===== config.mk =====
export PLATFORM = sky130hd
export DESIGN_NAME = c2ll_radius
export DESIGN_NICKNAME = d
export VERILOG_FILES = /design/src/hdl/cartesian_to_lat_lon_assert.svh /design/src/hdl/c2ll_pkg.sv /design/src/hdl/c2ll_radius.sv
export SDC_FILE = /design/constraint.sdc
export NUM_CORES = 2
export LEC_CHECK = 0
export ABC_AREA = 1
export BUFFER_PORTS_ARGS = -buffer_cell sky130_fd_sc_hd__clkbuf_2
export CORE_ASPECT_RATIO = 1.75
export CORE_UTILIZATION = 41
export DETAILED_ROUTE_END_ITERATION = 8
export PLACE_DENSITY = 0.55
export SKIP_LAST_GASP = 1
export SYNTH_ARGS = -nofsm -noshare
export SYNTH_HDL_FRONTEND = slang
export SYNTH_SLANG_ARGS = --single-unit

===== constraint.sdc =====
create_clock -name clk -period 6.1 [get_ports clk]
set_clock_uncertainty 0.2 [all_clocks]
set_input_delay 0.305 -clock clk [delete_from_list [all_inputs] [get_ports clk]]
set_output_delay 0.305 -clock clk [all_outputs]
set_load 0.01 [all_outputs]

===== src/hdl/cartesian_to_lat_lon_assert.svh =====
// ----------------------------------------------------------------------------
// cartesian_to_lat_lon assertion macros
// concurrent checks sampled on clk, held off while arst_n is low
// ----------------------------------------------------------------------------
`ifndef CARTESIAN_TO_LAT_LON_ASSERT_SVH
`define CARTESIAN_TO_LAT_LON_ASSERT_SVH

// condition holds at every edge
`define C2LL_ASSERT_ALWAYS(lbl, cond, msg) \
	lbl: assert property (@(posedge clk) disable iff (!arst_n) (cond)) else $error(msg);

// antecedent implies consequent in the same cycle
`define C2LL_ASSERT_IMPLY(lbl, ante, cons, msg) \
	lbl: assert property (@(posedge clk) disable iff (!arst_n) (ante) |-> (cons)) \
		else $error(msg);

`endif


===== src/hdl/c2ll_pkg.sv =====
// ----------------------------------------------------------------------------
// c2ll_pkg
// shared constants, types and the angle rounding function
// ----------------------------------------------------------------------------
`default_nettype none

package c2ll_pkg;

	localparam int COORD_WIDTH_DEF     = 24;
	localparam int ANGLE_FRAC_BITS_DEF = 21;
	localparam int CORDIC_STEPS_DEF    = 22;

	// coordinates are scaled up by this many bits before the first pass
	localparam int GUARD_BITS = 24;
	// spare integer bits of the datapath above guard and coordinate
	localparam int HEAD_BITS  = 3;

	// angle accumulator: 30 fraction bits, range a little over +-pi
	localparam int ACC_FRAC = 30;
	localparam int ACC_W    = 34;

	localparam longint PI_ACC      = 64'sd3373259426;
	localparam longint HALF_PI_ACC = 64'sd1686629713;

	// 1/K with 31 fraction bits
	localparam int              INV_W     = 31;
	localparam logic [INV_W-1:0] INV_GAIN = 31'd1304065748;

	// floor(atan(2^-i) * 2^30)
	localparam longint ATAN_TAB [32] = '{
		64'sd843314856, 64'sd497837829, 64'sd263043836, 64'sd133525158,
		64'sd67021686,  64'sd33543515,  64'sd16775850,  64'sd8388437,
		64'sd4194282,   64'sd2097149,   64'sd1048575,   64'sd524287,
		64'sd262143,    64'sd131071,    64'sd65535,     64'sd32767,
		64'sd16383,     64'sd8191,      64'sd4095,      64'sd2047,
		64'sd1023,      64'sd511,       64'sd255,       64'sd127,
		64'sd63,        64'sd31,        64'sd15,        64'sd7,
		64'sd3,         64'sd1,         64'sd0,         64'sd0
	};

	typedef struct packed {
		logic valid;
		logic run;
	} c2ll_ctl_t;

	// round to nearest (ties up) by dropping shift bits, then clamp to +-limit
	function automatic logic signed [ACC_W-1:0] c2ll_round(
		input logic signed [ACC_W-1:0] acc,
		input int                      shift,
		input longint                  lim_acc
	);
		logic signed [ACC_W:0] sum;
		logic signed [ACC_W:0] q;
		logic signed [ACC_W:0] lim;
		sum = $signed({acc[ACC_W-1], acc}) +
			$signed((ACC_W+1)'(longint'(1) <<< (shift - 1)));
		q   = sum >>> shift;
		lim = (ACC_W+1)'((lim_acc + (longint'(1) <<< (shift - 1))) >>> shift);
		if (q > lim) begin
			q = lim;
		end else if (q < -lim) begin
			q = -lim;
		end
		return q[ACC_W-1:0];
	endfunction

endpackage

`default_nettype wire


===== src/hdl/c2ll_radius.sv =====
// ----------------------------------------------------------------------------
// c2ll_radius
// gain correction of the planar radius, longitude rounding and latitude setup
// ----------------------------------------------------------------------------
`default_nettype none

module c2ll_radius
	import c2ll_pkg::*;
#(
	parameter int COORD_WIDTH     = COORD_WIDTH_DEF,
	parameter int ANGLE_FRAC_BITS = ANGLE_FRAC_BITS_DEF,
	parameter int W               = COORD_WIDTH_DEF + GUARD_BITS + HEAD_BITS
) (
	input  wire                           clk,
	input  wire                           arst_n,
	input  wire                           en,
	input  c2ll_ctl_t                     ctl_in,
	input  wire signed [W-1:0]            x_in,
	input  wire signed [ACC_W-1:0]        acc_in,
	input  wire signed [COORD_WIDTH-1:0]  z_in,
	output c2ll_ctl_t                     ctl_out,
	output logic signed [W-1:0]           r_out,
	output logic signed [W-1:0]           z_out,
	output logic signed [ACC_W-1:0]       acc_out,
	output logic [ANGLE_FRAC_BITS+2:0]    lon_out
);

	localparam int LON_W = ANGLE_FRAC_BITS + 3;
	localparam int SHIFT = ACC_FRAC - ANGLE_FRAC_BITS;
	localparam int HI_W  = W - INV_W;
	localparam logic signed [ACC_W-1:0] HALF_PI_V = ACC_W'(HALF_PI_ACC);

	// stage 1: two partial products of the 1/K correction
	logic [W-1:0]         ur;
	logic [HI_W-1:0]      hi;
	logic [INV_W-1:0]     lo;
	logic [W-1:0]         hi_prod;
	logic [2*INV_W-1:0]   lo_prod;

	c2ll_ctl_t                  ctl_s1;
	logic [W-1:0]               hi_p_s1;
	logic [INV_W-1:0]           lo_p_s1;
	logic signed [W-1:0]        x_s1;
	logic [LON_W-1:0]           lon_s1;
	logic signed [COORD_WIDTH-1:0] z_s1;

	assign ur      = x_in[W-1] ? '0 : x_in;
	assign hi      = ur[W-1:INV_W];
	assign lo      = ur[INV_W-1:0];
	assign hi_prod = W'(hi) * W'(INV_GAIN);
	assign lo_prod = (2*INV_W)'(lo) * (2*INV_W)'(INV_GAIN);

	always_ff @(posedge clk or negedge arst_n) begin
		if (!arst_n) begin
			ctl_s1 <= '0;
		end else if (en) begin
			ctl_s1 <= ctl_in;
		end
	end

	always_ff @(posedge clk) begin
		if (en) begin
			hi_p_s1 <= hi_prod;
			lo_p_s1 <= lo_prod[2*INV_W-1:INV_W];
			x_s1    <= x_in;
			lon_s1  <= LON_W'(c2ll_round(acc_in, SHIFT, PI_ACC));
			z_s1    <= z_in;
		end
	end

	// stage 2: radius sum and setup of the latitude pass
	logic signed [W-1:0] r_sum;
	logic signed [W-1:0] r_sel;
	logic signed [W-1:0] z_ext;
	logic                z_zero;
	logic                r_zero;

	assign r_sum  = $signed(hi_p_s1 + W'(lo_p_s1));
	assign r_sel  = ctl_s1.run ? r_sum : x_s1;
	assign z_ext  = $signed({{(W-COORD_WIDTH-GUARD_BITS){z_s1[COORD_WIDTH-1]}},
		z_s1, {GUARD_BITS{1'b0}}});
	assign z_zero = (z_s1 == '0);
	assign r_zero = (r_sel == '0);

	c2ll_ctl_t                ctl_s2;
	logic signed [W-1:0]      r_s2;
	logic signed [W-1:0]      z_s2;
	logic signed [ACC_W-1:0]  acc_s2;
	logic [LON_W-1:0]         lon_s2;

	always_ff @(posedge clk or negedge arst_n) begin
		if (!arst_n) begin
			ctl_s2 <= '0;
		end else if (en) begin
			ctl_s2.valid <= ctl_s1.valid;
			ctl_s2.run   <= !z_zero && !r_zero;
		end
	end

	always_ff @(posedge clk) begin
		if (en) begin
			r_s2   <= r_sel;
			z_s2   <= z_ext;
			lon_s2 <= lon_s1;
			if (z_zero || !r_zero) begin
				acc_s2 <= '0;
			end else if (z_s1[COORD_WIDTH-1]) begin
				acc_s2 <= -HALF_PI_V;
			end else begin
				acc_s2 <= HALF_PI_V;
			end
		end
	end

	assign ctl_out = ctl_s2;
	assign r_out   = r_s2;
	assign z_out   = z_s2;
	assign acc_out = acc_s2;
	assign lon_out = lon_s2;

endmodule

`default_nettype wire


==> impl_summary.log <==
[metrics] critical path data arrival time: 6.73 ns
[metrics] Num Clock Sinks: approximately 280
[metrics] failing checks: negative setup slack
[metrics] endpoints failing setup: 30
[metrics] post-synthesis cell type with the largest combined area: sky130_fd_sc_hd__fa_1
[metrics] CTS clock-pin slew for the worst setup and hold paths: 0.08 ns
[metrics] global route total overflow: 0
[metrics] global-route wire length before repair: approximately 230000 um
[metrics] layout net count: ~7200
[metrics] Post-Syn Area: 42830 um2
[metrics] number of antenna violations at the first check in global routing: 4
[metrics] number of buffers on the longest clock path: 3
[metrics] layout cells sized above 1: 0.2989
[metrics] clock tree from TritonCTS: built
[metrics] WL/cell: between 20 and 25 um
[metrics] leading register cell type out of synthesis: sky130_fd_sc_hd__edfxtp_1
[metrics] number of instances on the worst hold path: 3
[metrics] source-to-sink clock delay at the later pin of the worst-skew pair: about 0.60 ns
[metrics] layout overhead on the synthesized area: 33.47%
[metrics] Cell variety after synth: 58
[metrics] via count normalized by instance count: between 4 and 5
[metrics] average cell area after synthesis: 9.029 um2
[metrics] measured slew at the worst slew-check pin: ~1.0 ns
[metrics] cell with the most instances after synthesis: sky130_fd_sc_hd__inv_1
[metrics] length in cells of the worst reg-to-reg path: 20
[metrics] Setup WS post-layout: -0.4756 ns
[metrics] number of global-route vias before repair: slightly below 40000
[metrics] worst path required time: roughly 6.3 ns
[metrics] startpoint of the worst hold path: acc_in[33]
[metrics] most common cell type on the critical path: sky130_fd_sc_hd__fa_1
[metrics] number of buffers added by the clock tree synthesis step: 26
[metrics] register bit total from synthesis: about 280
[metrics] capturing element type of the critical path: flip-flop
[metrics] outcome: finished, violations left
[metrics] Die Area: 105800 um2
[metrics] library cell contributing the largest single delay on the critical path: sky130_fd_sc_hd__fa_2
[metrics] start of the worst register-to-register path: hi_p_s1[2]$_DFFE_PP_
[metrics] largest net degree at the start of global routing: between 100 and 150
[metrics] Die Wd: between 200 and 250 um
[metrics] share of flip-flops with an asynchronous set or reset after synthesis: 0.01408
[metrics] most instantiated cells after synthesis: 1307 x sky130_fd_sc_hd__inv_1, 760 x sky130_fd_sc_hd__nand2_1, 661 x sky130_fd_sc_hd__fa_1
[metrics] proportion of netlist area held by the largest area contributor: 0.3089
[metrics] hold path endpoint: lon_s1[23]$_SDFFCE_PP0P_
[metrics] Core Box Area: between 100000 and 150000 um2
[metrics] type of the worst min-delay path: primary input to flip-flop
[metrics] initial drt markers: 1689
[metrics] timing-limited maximum frequency: between 150 and 200 MHz
[metrics] Port Buffers: 243
[metrics] number of placement rows: 156
[metrics] count of flip-flops with a built-in enable after synthesis: 280
[metrics] Die Height: about 430 um
[metrics] number of levels in the clock H-tree: 1
[metrics] Area after DPL: between 50000 and 60000 um2
[metrics] R2R Setup Slk: 2.25 ns
[metrics] top cells by area in the synthesized netlist: sky130_fd_sc_hd__fa_1 31%, sky130_fd_sc_hd__edfxtp_1 20%, sky130_fd_sc_hd__ha_1 16%, sky130_fd_sc_hd__inv_1 11%, sky130_fd_sc_hd__nand2_1 6.7%
[metrics] setup repair after global routing missed its margin: true
[metrics] remaining max-slew budget at the tightest pin: 0.3105
[metrics] maximum fanout along the worst path: 5
[metrics] number of maximum-capacitance violations: 0
[metrics] total global routing track utilization: 0.2982
[metrics] final antenna-violating net count: 0
[metrics] sequential share of the synthesized area: 0.1986
[metrics] final instance area: roughly 57000 um2
[metrics] R2R Path End: acc_out[30]$_SDFFCE_PP0P_
[metrics] last weighted congestion value of the routability-driven placer: ~1
[metrics] first-pass detailed-route iteration total: 8
[metrics] buffers plus inverters on the worst setup path: 6
[metrics] Slowest Stage Delay on Critical Path: between 0.6 and 0.7 ns
[metrics] minimum period implied by the final worst setup slack: 6.576 ns
[metrics] Pins Over Slew Limit: 0
[metrics] via count: about 35000
[metrics] DRC violations left: 0
[metrics] Top Family by Delay on Critical Path: adder cells
[metrics] estimated wirelength of the detail-placed design: 137300 um
[metrics] Post-Route Utilization: 0.5526
[metrics] Syn Inst Count: ~4700
[metrics] root cell of the clock tree: sky130_fd_sc_hd__clkbuf_16
[metrics] final hold viol count: 0
[metrics] startpoint type of the worst setup path: primary input
[metrics] crit share post-route: 1.078
[metrics] initial core utilization: 0.4141
[metrics] Syn. warnings: 0
[metrics] wirelength, routed: 155200 um
[metrics] num ports: between 200 and 300
[metrics] start-to-end type of the worst setup path: primary input to flip-flop
## registers in the layout (all words and copies together), names as in the netlist, 3 cells and up
signal and count:
acc_out 3, hi_p_s1 48, lo_p_s1 31, lon_out 24, lon_s1 24, r_out 51, x_s1 51, z_out 24
z_s1 24
## per-layer routing
metal | GRT usage | wire length (um) | up-vias
li1 | - | - | 16880
met3 | 0.02034 | 4068 | 463
met1 | 0.2706 | 48600 | 17170
met5 | 0 | 0 | -
met2 | 0.5906 | 87130 | 908
met4 | 0.2395 | 15370 | 0
## worst reg2reg max path, stage by stage (launching register included)
cell                       delay (ns)
sky130_fd_sc_hd__edfxtp_1        0.56
sky130_fd_sc_hd__ha_1            0.32
sky130_fd_sc_hd__inv_1           0.08
sky130_fd_sc_hd__fa_1            0.38
sky130_fd_sc_hd__inv_1           0.15
sky130_fd_sc_hd__nand3_1         0.11
sky130_fd_sc_hd__nand2_1         0.15
sky130_fd_sc_hd__nand2_1         0.08
sky130_fd_sc_hd__nand2_1         0.12
sky130_fd_sc_hd__nand2_1         0.08
sky130_fd_sc_hd__nand2_1         0.14
sky130_fd_sc_hd__nand2_1         0.13
sky130_fd_sc_hd__nand3_1         0.09
sky130_fd_sc_hd__o21ai_0         0.14
sky130_fd_sc_hd__nor2_1          0.14
sky130_fd_sc_hd__nand3_1         0.07
sky130_fd_sc_hd__nor2_1          0.25
sky130_fd_sc_hd__nand4_1         0.14
sky130_fd_sc_hd__nor2_1          0.11
sky130_fd_sc_hd__nand3_1         0.15
sky130_fd_sc_hd__nor2_1          0.12
## stage by stage
step	TNS (ns)	setup WS (ns)	instances	hold WS, ns
finish	-10.02	-0.4756	7279	0.03197
global route	-15.37	-0.6581	7279	0.03139
floorplan	-16.29	-0.7565	4767	-0.1906
global placement	-63.04	-1.500	7056	-0.08518
detailed placement	-64.13	-1.466	7056	-0.08417
CTS	-9.218	-0.4795	7221	0.007095
## cell usage in the layout (no fill, tap or decap), types with 88 or more instances in the layout
cell type                  instances
sky130_fd_sc_hd__inv_1          1208
sky130_fd_sc_hd__buf_4           811
sky130_fd_sc_hd__nand2_1         705
sky130_fd_sc_hd__fa_1            593
sky130_fd_sc_hd__ha_1            447
sky130_fd_sc_hd__edfxtp_1        280
sky130_fd_sc_hd__nor2_1          256
sky130_fd_sc_hd__clkbuf_2        240
sky130_fd_sc_hd__nand3_1         156
sky130_fd_sc_hd__a21oi_1         100
sky130_fd_sc_hd__inv_2            88
## cells by family (layout without fill, tap and decap cells)
family                   after synthesis  after routing  synth area share
XOR/XNOR                              95             95           0.01978
adder cells (fa/ha/maj)             1202           1202            0.4670
AO/OA/AOI/OAI                        354            354           0.04764
AND/OR/NAND/NOR                     1407           1407            0.1385
other                                  1             25        0.00008755
flip-flops                           284            284            0.1986
buffers and inverters               1401           2569            0.1284
## layout make-up
class / instances / area (um2)
Antenna cell: 1 / 2.502
Inverter: 1321 / 5106
Tap cell: 1343 / 1680
Multi-Input combinational cell: 3082 / 31890
Clock buffer: 29 / 661.9
Sequential cell: 284 / 8509
Clock inverter: 15 / 116.4
Timing Repair Buffer: 1204 / 9203
Fill cell: 9505 / 46280
## repair_timing
item	CTS	global route
gates cloned	1	0
pin swaps	147	205
hold endpoints to repair	80	0
setup buffers	53	63
hold buffers	78	0
endpoints found under the setup margin	56	56
resized for setup	334	308
## worst max path at each step
stage	start	endpoint	slack, ns	cells past startpoint
2_1_floorplan	x_in[50]	lo_p_s1[28]$_DFFE_PP_	-0.76	28
3_3_place_gp	x_in[50]	lo_p_s1[5]$_DFFE_PP_	-1.50	30
3_5_place_dp	x_in[50]	lo_p_s1[20]$_DFFE_PP_	-1.47	35
4_1_cts	x_in[50]	lo_p_s1[28]$_DFFE_PP_	-0.48	25
5_1_grt	x_in[50]	lo_p_s1[28]$_DFFE_PP_	-0.66	26
6_report	x_in[50]	lo_p_s1[28]$_DFFE_PP_	-0.48	26
Power is not shown: default switching activity piles up to over one toggle a cycle in this logic, so the estimate is an artifact.
